===== config.mk =====
export PLATFORM = sky130hd
export DESIGN_NAME = holt_forecast_worker_scaler_unit_flat
export DESIGN_NICKNAME = d
export VERILOG_FILES = /design/src/rtl/hfws_pkg.sv /design/src/rtl/hfws_req_if.sv /design/src/rtl/hfws_rsp_if.sv /design/src/rtl/hfws_useq.sv /design/src/rtl/hfws_core.sv /design/src/rtl/holt_forecast_worker_scaler_unit.sv /design/src/flat_wrapper.sv
export SDC_FILE = /design/constraint.sdc
export NUM_CORES = 2
export LEC_CHECK = 0
export BUFFER_PORTS_ARGS = -buffer_cell sky130_fd_sc_hd__buf_4
export CAP_MARGIN = 20
export CORE_UTILIZATION = 65
export DETAILED_ROUTE_END_ITERATION = 6
export GPL_TIMING_DRIVEN = 0
export PLACE_DENSITY = 0.79
export SETUP_SLACK_MARGIN = 0.4
export SLEW_MARGIN = 40
export SYNTH_ARGS = -nofsm -noshare
export SYNTH_HDL_FRONTEND = slang
export SYNTH_SLANG_ARGS = --single-unit

===== constraint.sdc =====
create_clock -name clock -period 22.5 [get_ports clock]
set_clock_uncertainty 0.2 [all_clocks]
set_input_delay 2.25 -clock clock [delete_from_list [all_inputs] [get_ports clock]]
set_output_delay 2.25 -clock clock [all_outputs]
set_load 0.02 [all_outputs]

===== src/rtl/hfws_pkg.sv =====
// Package: types, constants, microcode table and helpers of the worker scaler.
package hfws_pkg;

   localparam int THREAD_LIMIT = 64;
   localparam int CNT_W = 7;
   localparam logic [CNT_W-1:0] CAP_LIMIT =
      (THREAD_LIMIT > 127) ? 7'd127 : CNT_W'(THREAD_LIMIT);
   localparam int CSR_W = 31;
   localparam logic [16:0] GAIN_ONE = 17'd65536;
   localparam logic signed [39:0] S32_MAX_X = 40'sh00_7FFF_FFFF;
   localparam logic signed [39:0] S32_MIN_X = 40'shFF_8000_0000;

   typedef enum logic [1:0] {
      KIND_OBS      = 2'd0,
      KIND_PREEMPT  = 2'd1,
      KIND_EXIT     = 2'd2,
      KIND_DISPATCH = 2'd3
   } kind_type;

   typedef enum logic [1:0] {
      CSR_MAX_THREADS = 2'd0,
      CSR_MAX_PENALTY = 2'd1,
      CSR_LEVEL_GAIN  = 2'd2,
      CSR_TREND_GAIN  = 2'd3
   } csr_idx_type;

   localparam logic [1:0] RATE_STARVED = 2'b11;
   localparam logic [1:0] RATE_SURPLUS = 2'b01;

   typedef struct packed {
      logic [6:0]  max_threads;
      logic [30:0] max_penalty;
      logic [16:0] level_gain;
      logic [16:0] trend_gain;
   } cfg_type;

   typedef enum logic [3:0] {
      UOP_NOP,
      UOP_YT,
      UOP_PTREND,
      UOP_DIFF_L,
      UOP_MUL_L,
      UOP_WR_L,
      UOP_DIFF_T,
      UOP_MUL_T,
      UOP_WR_T,
      UOP_SEED,
      UOP_FCAST,
      UOP_DECIDE,
      UOP_PREEMPT,
      UOP_EXIT,
      UOP_DISPATCH,
      UOP_PUBLISH
   } uop_type;

   typedef enum logic [1:0] {
      JC_NONE,
      JC_ALWAYS,
      JC_SEED
   } jcond_type;

   typedef logic [3:0] upc_type;

   localparam upc_type PC_YT       = 4'd0;
   localparam upc_type PC_PTREND   = 4'd1;
   localparam upc_type PC_DIFF_L   = 4'd2;
   localparam upc_type PC_MUL_L    = 4'd3;
   localparam upc_type PC_WR_L     = 4'd4;
   localparam upc_type PC_DIFF_T   = 4'd5;
   localparam upc_type PC_MUL_T    = 4'd6;
   localparam upc_type PC_WR_T     = 4'd7;
   localparam upc_type PC_FCAST    = 4'd8;
   localparam upc_type PC_DECIDE   = 4'd9;
   localparam upc_type PC_SEED     = 4'd10;
   localparam upc_type PC_PREEMPT  = 4'd11;
   localparam upc_type PC_EXIT     = 4'd12;
   localparam upc_type PC_DISPATCH = 4'd13;
   localparam upc_type PC_PUBLISH  = 4'd14;

   typedef struct packed {
      uop_type   op;
      jcond_type cond;
      upc_type   target;
      logic      last;
   } uword_type;

   typedef struct packed {
      logic    en;
      uop_type op;
   } ctrl_type;

   typedef struct packed {
      logic        dispatched;
      logic        granted;
      logic [6:0]  active;
      logic [31:0] fcast;
   } rslt_type;

   function automatic uword_type ucode(input upc_type pc);
      uword_type w;
      w = '{op: UOP_NOP, cond: JC_NONE, target: PC_PUBLISH, last: 1'b1};
      unique case (pc)
         PC_YT:       w = '{UOP_YT,       JC_SEED,   PC_SEED,    1'b0};
         PC_PTREND:   w = '{UOP_PTREND,   JC_NONE,   PC_PUBLISH, 1'b0};
         PC_DIFF_L:   w = '{UOP_DIFF_L,   JC_NONE,   PC_PUBLISH, 1'b0};
         PC_MUL_L:    w = '{UOP_MUL_L,    JC_NONE,   PC_PUBLISH, 1'b0};
         PC_WR_L:     w = '{UOP_WR_L,     JC_NONE,   PC_PUBLISH, 1'b0};
         PC_DIFF_T:   w = '{UOP_DIFF_T,   JC_NONE,   PC_PUBLISH, 1'b0};
         PC_MUL_T:    w = '{UOP_MUL_T,    JC_NONE,   PC_PUBLISH, 1'b0};
         PC_WR_T:     w = '{UOP_WR_T,     JC_NONE,   PC_PUBLISH, 1'b0};
         PC_FCAST:    w = '{UOP_FCAST,    JC_NONE,   PC_PUBLISH, 1'b0};
         PC_DECIDE:   w = '{UOP_DECIDE,   JC_ALWAYS, PC_PUBLISH, 1'b0};
         PC_SEED:     w = '{UOP_SEED,     JC_ALWAYS, PC_FCAST,   1'b0};
         PC_PREEMPT:  w = '{UOP_PREEMPT,  JC_ALWAYS, PC_PUBLISH, 1'b0};
         PC_EXIT:     w = '{UOP_EXIT,     JC_ALWAYS, PC_PUBLISH, 1'b0};
         PC_DISPATCH: w = '{UOP_DISPATCH, JC_ALWAYS, PC_PUBLISH, 1'b0};
         PC_PUBLISH:  w = '{UOP_PUBLISH,  JC_NONE,   PC_PUBLISH, 1'b1};
         default:     w = '{UOP_NOP,      JC_NONE,   PC_PUBLISH, 1'b1};
      endcase
      return w;
   endfunction

   function automatic upc_type entry_pc(input kind_type k);
      upc_type pc;
      pc = PC_YT;
      unique case (k)
         KIND_OBS:      pc = PC_YT;
         KIND_PREEMPT:  pc = PC_PREEMPT;
         KIND_EXIT:     pc = PC_EXIT;
         KIND_DISPATCH: pc = PC_DISPATCH;
         default:       pc = PC_YT;
      endcase
      return pc;
   endfunction

   function automatic logic [31:0] sat32(input logic signed [39:0] v);
      logic [31:0] r;
      if (v > S32_MAX_X) begin
         r = 32'h7FFF_FFFF;
      end else if (v < S32_MIN_X) begin
         r = 32'h8000_0000;
      end else begin
         r = v[31:0];
      end
      return r;
   endfunction

   function automatic logic [16:0] gain_clamp(input logic [16:0] g);
      return (g > GAIN_ONE) ? GAIN_ONE : g;
   endfunction

endpackage


===== src/rtl/hfws_req_if.sv =====
// Request channel interface: valid/ready handshake with the item payload.
interface hfws_req_if;
   logic              valid;
   logic              ready;
   logic [1:0]        kind;
   logic signed [31:0] wait_delta;
   logic signed [1:0]  rate_trend;

   modport source (output valid, kind, wait_delta, rate_trend, input ready);
   modport sink   (input valid, kind, wait_delta, rate_trend, output ready);
endinterface


===== src/rtl/hfws_rsp_if.sv =====
// Response channel interface: valid/ready handshake with the result payload.
interface hfws_rsp_if;
   logic              valid;
   logic              ready;
   logic              dispatched;
   logic              preempt_granted;
   logic [6:0]        active_threads;
   logic signed [31:0] forecast;

   modport source (output valid, dispatched, preempt_granted, active_threads, forecast,
                   input ready);
   modport sink   (input valid, dispatched, preempt_granted, active_threads, forecast,
                   output ready);
endinterface


===== src/rtl/hfws_useq.sv =====
// Microcode sequencer: step counter, control ROM and conditional jumps.
module hfws_useq
   import hfws_pkg::*;
(
   input  logic      clock,
   input  logic      reset,
   input  logic      start,
   input  upc_type   start_pc,
   input  logic      adv,
   input  logic      seed,
   output logic      busy,
   output uword_type uw
);

   upc_type pc_ff, pc_in;
   logic    busy_ff, busy_in;
   logic    jump;

   assign uw   = ucode(pc_ff);
   assign busy = busy_ff;
   assign jump = (uw.cond == JC_ALWAYS) || ((uw.cond == JC_SEED) && seed);

   always_comb begin
      pc_in   = pc_ff;
      busy_in = busy_ff;
      if (start) begin
         pc_in   = start_pc;
         busy_in = 1'b1;
      end else if (adv) begin
         if (uw.last) begin
            busy_in = 1'b0;
         end else if (jump) begin
            pc_in = uw.target;
         end else begin
            pc_in = pc_ff + 4'd1;
         end
      end
   end

   always_ff @(posedge clock) begin
      if (reset) begin
         pc_ff   <= PC_YT;
         busy_ff <= 1'b0;
      end else begin
         pc_ff   <= pc_in;
         busy_ff <= busy_in;
      end
   end

endmodule


===== src/rtl/hfws_core.sv =====
// Datapath: Holt level/trend update on a shared multiplier, accumulator and thread control.
module hfws_core
   import hfws_pkg::*;
(
   input  logic               clock,
   input  logic               reset,
   input  cfg_type            cfg,
   input  ctrl_type           ctrl,
   input  logic signed [31:0] delta,
   input  logic [1:0]         rate,
   output logic               seed,
   output rslt_type           rslt
);

   // model state
   logic [1:0]         sc_ff, sc_in;
   logic signed [31:0] level_ff, level_in;
   logic signed [31:0] trend_ff, trend_in;
   logic signed [31:0] last_obs_ff, last_obs_in;
   logic signed [31:0] fcast_ff, fcast_in;
   logic signed [31:0] acc_ff, acc_in;
   logic               stop_ff, stop_in;
   logic [6:0]         tc_ff, tc_in;
   logic               disp_ff, disp_in;
   logic               grant_ff, grant_in;
   // working registers
   logic signed [31:0] yt_ff, yt_in;
   logic signed [31:0] prev_level_ff, prev_level_in;
   logic signed [32:0] ptrend_ff, ptrend_in;
   logic signed [33:0] base_ff, base_in;
   logic signed [34:0] diff_ff, diff_in;
   logic signed [52:0] prod_ff, prod_in;

   logic signed [17:0] gain_op;
   logic signed [53:0] blend_sum;
   logic signed [37:0] blend_q;
   logic [31:0]        blend_res;
   logic signed [33:0] lvl_base;
   logic signed [32:0] ptrend_calc;
   logic signed [37:0] yt20;
   logic [6:0]         cap;
   logic               can_start;
   logic               early, pen_hit, slow_hit, request;

   assign seed = (sc_ff == 2'd0);

   assign gain_op = $signed({1'b0, (ctrl.op == UOP_MUL_T) ? gain_clamp(cfg.trend_gain)
                                                           : gain_clamp(cfg.level_gain)});
   assign prod_in = diff_ff * gain_op;

   // g*(x-y) + y*2^16 + half, floor by 2^16
   assign blend_sum = 54'(prod_ff) + $signed({base_ff, 16'b0}) + 54'sd32768;
   assign blend_q   = blend_sum[53:16];
   assign blend_res = sat32(40'(blend_q));

   assign ptrend_calc = (sc_ff == 2'd2) ? (33'(yt_ff) - 33'(last_obs_ff)) : 33'(trend_ff);
   assign lvl_base    = 34'(level_ff) + 34'(ptrend_ff);

   assign cap       = (cfg.max_threads > CAP_LIMIT) ? CAP_LIMIT : cfg.max_threads;
   assign can_start = (tc_ff < cap);

   assign yt20     = (38'(yt_ff) <<< 4) + (38'(yt_ff) <<< 2) + 38'sd19;
   assign early    = (sc_ff == 2'd1);
   assign pen_hit  = (34'(acc_ff) + 34'(fcast_ff)) >= $signed({3'b0, cfg.max_penalty});
   // yt >= penalty/20 written as 20*yt + 19 >= penalty
   assign slow_hit = (yt20 >= $signed({7'b0, cfg.max_penalty}))
                     && (34'(acc_ff) >= $signed({2'b0, cfg.max_penalty, 1'b0}));

   always_comb begin
      request = 1'b0;
      if (early) begin
         request = pen_hit;
      end else if (rate == RATE_STARVED) begin
         request = (tc_ff == 7'd0) || slow_hit;
      end
   end

   always_comb begin
      sc_in         = sc_ff;
      level_in      = level_ff;
      trend_in      = trend_ff;
      last_obs_in   = last_obs_ff;
      fcast_in      = fcast_ff;
      acc_in        = acc_ff;
      stop_in       = stop_ff;
      tc_in         = tc_ff;
      disp_in       = disp_ff;
      grant_in      = grant_ff;
      yt_in         = yt_ff;
      prev_level_in = prev_level_ff;
      ptrend_in     = ptrend_ff;
      base_in       = base_ff;
      diff_in       = diff_ff;
      if (ctrl.en) begin
         unique case (ctrl.op)
            UOP_YT: begin
               yt_in = sat32(40'(delta) + 40'(last_obs_ff));
               sc_in = (sc_ff == 2'd3) ? 2'd3 : sc_ff + 2'd1;
            end
            UOP_PTREND: ptrend_in = ptrend_calc;
            UOP_DIFF_L: begin
               base_in = lvl_base;
               diff_in = 35'(yt_ff) - 35'(lvl_base);
            end
            UOP_WR_L: begin
               prev_level_in = level_ff;
               level_in      = blend_res;
            end
            UOP_DIFF_T: begin
               base_in = 34'(ptrend_ff);
               diff_in = 35'(level_ff) - 35'(prev_level_ff) - 35'(ptrend_ff);
            end
            UOP_WR_T: trend_in = blend_res;
            UOP_SEED: level_in = yt_ff;
            UOP_FCAST: begin
               fcast_in = sat32(40'(level_ff) + 40'(trend_ff));
               acc_in   = sat32(40'(acc_ff) + 40'(yt_ff));
            end
            UOP_DECIDE: begin
               last_obs_in = yt_ff;
               grant_in    = 1'b0;
               disp_in     = 1'b0;
               if (!early && rate == RATE_SURPLUS && tc_ff > 7'd1) begin
                  stop_in = 1'b1;
               end
               if (request) begin
                  stop_in = 1'b0;
                  acc_in  = '0;
                  if (can_start) begin
                     tc_in   = tc_ff + 7'd1;
                     disp_in = 1'b1;
                  end
               end
            end
            UOP_PREEMPT: begin
               disp_in  = 1'b0;
               grant_in = 1'b0;
               if (tc_ff > 7'd1 && stop_ff) begin
                  stop_in  = 1'b0;
                  tc_in    = tc_ff - 7'd1;
                  grant_in = 1'b1;
               end
            end
            UOP_EXIT: begin
               disp_in  = 1'b0;
               grant_in = 1'b0;
               stop_in  = 1'b0;
               if (tc_ff != 7'd0) begin
                  tc_in = tc_ff - 7'd1;
               end
            end
            UOP_DISPATCH: begin
               grant_in = 1'b0;
               disp_in  = can_start;
               if (can_start) begin
                  tc_in = tc_ff + 7'd1;
               end
            end
            default: ;
         endcase
      end
   end

   always_ff @(posedge clock) begin
      if (reset) begin
         sc_ff       <= '0;
         level_ff    <= '0;
         trend_ff    <= '0;
         last_obs_ff <= '0;
         fcast_ff    <= '0;
         acc_ff      <= '0;
         stop_ff     <= 1'b0;
         tc_ff       <= '0;
      end else begin
         sc_ff       <= sc_in;
         level_ff    <= level_in;
         trend_ff    <= trend_in;
         last_obs_ff <= last_obs_in;
         fcast_ff    <= fcast_in;
         acc_ff      <= acc_in;
         stop_ff     <= stop_in;
         tc_ff       <= tc_in;
      end
   end

   always_ff @(posedge clock) begin
      disp_ff       <= disp_in;
      grant_ff      <= grant_in;
      yt_ff         <= yt_in;
      prev_level_ff <= prev_level_in;
      ptrend_ff     <= ptrend_in;
      base_ff       <= base_in;
      diff_ff       <= diff_in;
      if (ctrl.en && (ctrl.op == UOP_MUL_L || ctrl.op == UOP_MUL_T)) begin
         prod_ff <= prod_in;
      end
   end

   assign rslt = '{dispatched: disp_ff, granted: grant_ff, active: tc_ff, fcast: fcast_ff};

endmodule


===== src/rtl/holt_forecast_worker_scaler_unit.sv =====
// Top level of the Holt forecast worker scaler: handshakes, registers, sequencer and datapath.
//
// Usage: items enter on req_ch (kind, wait_delta, rate_trend) under valid/ready; each
// item gives exactly one result on rsp_ch (dispatched, preempt_granted, active_threads,
// forecast). Settings are written on csr_we/csr_index/csr_wdata while no item is in flight.
// Items are worked one at a time by a microcoded sequencer over one shared 35x18
// multiplier; each microprogram ends in a publish step that registers the result:
//   observation after the first: wait, prior trend, level and trend blends, forecast, decision
//   first observation (level seeding): wait, level seed, forecast, decision
//   preempt check, thread exit, dispatch request: the action step alone
// No new item is taken until the result of the current one is registered. The result
// sits in an output register; if the receiver stalls, it holds there and the following
// item runs up to its last step and then waits until the held result is taken.
// Reset (synchronous, active high) clears the forecast state, the accumulator and the
// thread count, and loads the settings with their defaults (4 threads, penalty 2.0,
// level gain 0.5, trend gain 0.8). No clearing pass is needed.
module holt_forecast_worker_scaler_unit
   import hfws_pkg::*;
(
   input  logic              clock,
   input  logic              reset,
   hfws_req_if.sink          req_ch,
   hfws_rsp_if.source        rsp_ch,
   input  logic              csr_we,
   input  logic [1:0]        csr_index,
   input  logic [CSR_W-1:0]  csr_wdata
);

   cfg_type            cfg_ff, cfg_in;
   logic signed [31:0] delta_ff;
   logic [1:0]         rate_ff;
   logic               rsp_valid_ff, rsp_valid_in;
   rslt_type           rsp_data_ff;

   logic      busy, start, adv, seed;
   uword_type uw;
   ctrl_type  ctrl;
   rslt_type  rslt;

   assign req_ch.ready = !busy && !reset;
   assign start        = req_ch.valid && req_ch.ready;
   assign adv          = busy && (!uw.last || !rsp_valid_ff || rsp_ch.ready);
   assign ctrl         = '{en: adv, op: uw.op};

   hfws_useq u_useq (
      .clock    (clock),
      .reset    (reset),
      .start    (start),
      .start_pc (entry_pc(kind_type'(req_ch.kind))),
      .adv      (adv),
      .seed     (seed),
      .busy     (busy),
      .uw       (uw)
   );

   hfws_core u_core (
      .clock (clock),
      .reset (reset),
      .cfg   (cfg_ff),
      .ctrl  (ctrl),
      .delta (delta_ff),
      .rate  (rate_ff),
      .seed  (seed),
      .rslt  (rslt)
   );

   always_comb begin
      cfg_in = cfg_ff;
      if (csr_we) begin
         unique case (csr_idx_type'(csr_index))
            CSR_MAX_THREADS: cfg_in.max_threads = csr_wdata[6:0];
            CSR_MAX_PENALTY: cfg_in.max_penalty = csr_wdata;
            CSR_LEVEL_GAIN:  cfg_in.level_gain  = csr_wdata[16:0];
            CSR_TREND_GAIN:  cfg_in.trend_gain  = csr_wdata[16:0];
            default: ;
         endcase
      end
   end

   always_comb begin
      rsp_valid_in = rsp_valid_ff;
      if (adv && uw.last) begin
         rsp_valid_in = 1'b1;
      end else if (rsp_ch.ready) begin
         rsp_valid_in = 1'b0;
      end
   end

   always_ff @(posedge clock) begin
      if (reset) begin
         cfg_ff       <= '{max_threads: 7'd4, max_penalty: 31'd131072,
                           level_gain: 17'd32768, trend_gain: 17'd52429};
         rsp_valid_ff <= 1'b0;
      end else begin
         cfg_ff       <= cfg_in;
         rsp_valid_ff <= rsp_valid_in;
      end
   end

   always_ff @(posedge clock) begin
      if (start) begin
         delta_ff <= req_ch.wait_delta;
         rate_ff  <= req_ch.rate_trend;
      end
      if (adv && uw.last) begin
         rsp_data_ff <= rslt;
      end
   end

   assign rsp_ch.valid           = rsp_valid_ff;
   assign rsp_ch.dispatched      = rsp_data_ff.dispatched;
   assign rsp_ch.preempt_granted = rsp_data_ff.granted;
   assign rsp_ch.active_threads  = rsp_data_ff.active;
   assign rsp_ch.forecast        = rsp_data_ff.fcast;

endmodule


===== src/flat_wrapper.sv =====
// flat-port wrapper written by rule: the top's interface ports become plain ports
module holt_forecast_worker_scaler_unit_flat import hfws_pkg::*;
  (clock, reset, csr_we, csr_index, csr_wdata, req_ch_valid, req_ch_kind, req_ch_wait_delta, req_ch_rate_trend, req_ch_ready, rsp_ch_valid, rsp_ch_dispatched, rsp_ch_preempt_granted, rsp_ch_active_threads, rsp_ch_forecast, rsp_ch_ready);
  hfws_req_if req_ch_i ();
  hfws_rsp_if rsp_ch_i ();
  input  logic clock;
  input  logic reset;
  input  logic csr_we;
  input  logic [1:0] csr_index;
  input  logic [CSR_W-1:0] csr_wdata;
  input wire logic [$bits(req_ch_i.valid)-1:0] req_ch_valid;
  input wire logic [$bits(req_ch_i.kind)-1:0] req_ch_kind;
  input wire logic [$bits(req_ch_i.wait_delta)-1:0] req_ch_wait_delta;
  input wire logic [$bits(req_ch_i.rate_trend)-1:0] req_ch_rate_trend;
  output wire logic [$bits(req_ch_i.ready)-1:0] req_ch_ready;
  output wire logic [$bits(rsp_ch_i.valid)-1:0] rsp_ch_valid;
  output wire logic [$bits(rsp_ch_i.dispatched)-1:0] rsp_ch_dispatched;
  output wire logic [$bits(rsp_ch_i.preempt_granted)-1:0] rsp_ch_preempt_granted;
  output wire logic [$bits(rsp_ch_i.active_threads)-1:0] rsp_ch_active_threads;
  output wire logic [$bits(rsp_ch_i.forecast)-1:0] rsp_ch_forecast;
  input wire logic [$bits(rsp_ch_i.ready)-1:0] rsp_ch_ready;
  assign req_ch_i.valid = req_ch_valid;
  assign req_ch_i.kind = req_ch_kind;
  assign req_ch_i.wait_delta = req_ch_wait_delta;
  assign req_ch_i.rate_trend = req_ch_rate_trend;
  assign req_ch_ready = req_ch_i.ready;
  assign rsp_ch_valid = rsp_ch_i.valid;
  assign rsp_ch_dispatched = rsp_ch_i.dispatched;
  assign rsp_ch_preempt_granted = rsp_ch_i.preempt_granted;
  assign rsp_ch_active_threads = rsp_ch_i.active_threads;
  assign rsp_ch_forecast = rsp_ch_i.forecast;
  assign rsp_ch_i.ready = rsp_ch_ready;
  holt_forecast_worker_scaler_unit u_core (.clock(clock), .reset(reset), .req_ch(req_ch_i), .rsp_ch(rsp_ch_i), .csr_we(csr_we), .csr_index(csr_index), .csr_wdata(csr_wdata));
endmodule

==> key figures <==
Run status
  – Outcome: complete, no violations

Clock network
  – CTS max path bufs: 3
  – Post-CTS Hold Buffers: 0
  – Sink Count: 538
  – Root Driver: clkbuf_16
  – Post-CTS Setup Bufs: 0
  – Reg clk slew, reported paths: 0.06 ns
  – Clk_lat worst skew: 0.66 ns
  – H-tree Lvls: 2
  – Number of gates resized after cts: 0
  – CTS buffer count: 58
  – CTS tree: built

Worst setup path
  – Reg2reg end: u_core.u_core.prod_ff[52]$_DFFE_PP_
  – Worst R2R Start: u_core.u_useq.uw[10]$_DFF_P_
  – Worst setup EP type: flip-flop
  – R2R Setup Slk: 11.65 ns
  – Crit path kind: flip-flop to flip-flop
  – FF-to-FF path depth: 32
  – Crit path launch: u_core.u_useq.uw[10]$_DFF_P_
  – CP most frequent cell: fa_1
  – Crit path to: u_core.u_core.prod_ff[52]$_DFFE_PP_
  – CP arrival: 11.05 ns
  – Worst path required time: 22.70 ns
  – CP max stage delay: 0.65 ns
  – Crit-path max FO: 10
  – CP Launch Type: flip-flop
  – Slowest CP cell: clkbuf_1

Global routing
  – GRT overflow: 0
  – Most used routing layer in global routing: met2
  – First-pass GRT wire length: 285100 µm
  – GR Util met3: 0.05571
  – Largest net degree at the start of global routing: 37
  – GRT met1 Usage: 0.5342
  – Gr usage total: 0.3956
  – Number of global-route vias before repair: approximately 50000
  – Initial antenna violation count: 3
  – Met2 global-route usage: 0.6236

Placement
  – Placed cells: slightly above 8000
  – GP Congestion: 0.9989
  – Dpl hpwl: about 150000 µm
  – Dpl ws: 11.72 ns
  – Input/output buffers: between 100 and 150

Power and ir drop
  – Maximum vdd drop: 0.00006832 V
  – Sequential Power Share: 0.251
  – Combinational Power Share: 0.552
  – Clk network pwr share: 0.197
  – Leak: 0.02943 µW
  – Internal power: a little under 3000 µW
  – Switch Pwr: 2261 µW
  – P per Cell Area: between 70 and 80 nW/µm²
  – Sw Share: 0.4381

Detailed routing
  – WL/cell: around 22 µm
  – DRT iter0 DRCs: 4638
  – Via Count: 50677
  – Post-route ant nets: 0
  – Via density: roughly 6.2
  – DRT Pass-1 Iters: 6
  – DRT Wirelength: 183700 µm
  – DRC errors left: 0

Yosys
  – Asr flop ratio synth: 0
  – Top FF cell, synth: edfxtp_1
  – Number of flops mapped to enable cells by yosys: around 280
  – Net count after synthesis: roughly 8000
  – Sequential cell area fraction in the yosys report: 0.2260
  – Synth unique cells: 114
  – Synth Warn #: 0
  – Cells after Synth: 6777
  – Syn Area/Cell: approximately 8.9 µm²
  – Yosys reg bits: 538
  – Synthesized area: 60100 µm²

Finish
  – Share of layout cells above drive strength 1: 0.05599
  – # diodes: 0
  – Most frequent cells in the layout: inv_1, nand2_1, fa_1
  – NumNets Final: 8254
  – Most common cell after layout, fill and taps aside: inv_1
  – Post-layout instance count excluding filler cells: 8223
  – Area growth syn-to-layout: 7.784%

Die
  – Die area: 93680 µm²
  – Row count: between 100 and 150
  – Starting Density: 0.6556
  – # IOs: 117
  – Die Wd: 306.1 µm
  – Die Y: 306.1 µm
  – CORE AREA: 91660 µm²

STA
  – Endpoints failing setup: 0
  – Setup ws final: 11.65 ns
  – Endpoints failing hold: 0
  – Slew HR: 0.3638
  – Final worst-path cycle share: 0.4822
  – Setup_tns: 0 ns
  – Max Slew Vio Count: 0
  – Max frequency: between 90 and 100 MHz
  – Crit path time final: 10.85 ns
  – RSZ-0062 raised after global routing: no
  – Worst slew pin tran: between 0.9 and 1 ns

Hold path
  – Hold Path Class: flip-flop to flip-flop
  – Min-delay src: u_core.cfg_ff[59]$_SDFFE_PP0P_

Run
  – Max-Cap Viols: 0
-- registers in the layout, indices dropped and copies added, names as in the netlist, 33 cells and up --
register and cells:
u_core.cfg_ff 72, u_core.u_core.prod_ff 38, u_core.u_core.diff_ff 35, u_core.u_core.base_ff 34, u_core.u_core.ptrend_ff 33
-- worst min path at each step --
stage,end,slack [ns],depth (start not counted)
after floorplan,u_core.rsp_ch.dispatched$_DFFE_PP_,0.20,0
after global placement,u_core.cfg_ff[61]$_SDFFE_PP0P_,0.24,2
after detailed placement,u_core.cfg_ff[62]$_SDFFE_PP0P_,0.25,2
after CTS,u_core.cfg_ff[57]$_SDFFE_PP0P_,0.26,2
after global routing,u_core.cfg_ff[57]$_SDFFE_PP0P_,0.28,2
final,u_core.cfg_ff[59]$_SDFFE_PP0P_,0.25,2
-- cells by family after synthesis --
family | count (synthesis) | share of synthesized area
buf+inv | 1142 | 0.07368
mux | 22 | 0.003810
simple gates | 1986 | 0.1556
compound gates | 1574 | 0.1696
fa+ha+maj | 1200 | 0.3252
xor+xnor | 315 | 0.04603
flops | 538 | 0.2260
-- cell usage after synthesis (all sizes together), types with 34 or more instances --
library cell  number  area (µm²)
a211oi           117       888.4
nor3              66       340.3
edfxtp           281        8438
nor2             331        1259
nand3             84       420.4
a31oi             38       237.7
ha               587        7345
a221oi            41       519.3
nor2b             83       529.3
o21a              52       390.4
clkbuf           216       813.3
xnor2            188        1654
o21ai            362        1815
dfxtp            257        5145
a21o             177        1331
nand2            892        3348
a21oi            491        2491
nand2b            92       575.6
xor2             127        1112
fa               606       12130
o21bai            62       465.5
nand4             55       344.1
and2             230        1439
o31ai             34       260.3
inv              900        3378
-- layer usage --
layer	wire length, µm	up-vias
met3	16160	482
met1	74630	24590
met2	81580	2269
met4	11340	0
met5	0	-
li1	-	23336
-- power by group through the flow --
stage	clock network, µW	logic (µW)	registers [µW]
after floorplan	0	2040	1250
after global placement	0	2710	1320
after detailed placement	0	2750	1310
after CTS	1020	2810	1290
after global routing	1060	3180	1300
final	1020	2850	1300
-- per-stage QoR --
stage                       util  power (µW)  hold WS (ns)  instance area [µm²]
final                     0.7067        5160        0.2534                64780
after global routing      0.7067        5533        0.2761                64780
after CTS                 0.7066        5119        0.2564                64770
after detailed placement  0.6847        4063        0.2467                62760
after global placement    0.6812        4024        0.2421                62440
after floorplan                -        3287        0.2003                60100
-- cell type report --
| cell class | instances | area [µm²] |
|---|---|---|
| Multi-Input combinational cell | 5097 | 42170 |
| Inverter | 900 | 3381 |
| Buffer | 242 | 1060 |
| Sequential cell | 538 | 13580 |
| Tap cell | 1186 | 1484 |
| Timing Repair Buffer | 150 | 1092 |
| Fill cell | 7253 | 26890 |
| Clock inverter | 29 | 292.8 |
| Clock buffer | 81 | 1714 |
-- critical path, delay by kind of cell (launching register included) --
kind                     cells  cell delay, ns
flip-flops                   1            0.33
buffers and inverters        9            2.24
XOR/XNOR                     1            0.08
AO/OA/AOI/OAI               11            3.64
AND/OR/NAND/NOR              4            0.86
adder cells (fa/ha/maj)      7            3.24
Power figures use the tool's default switching activity.
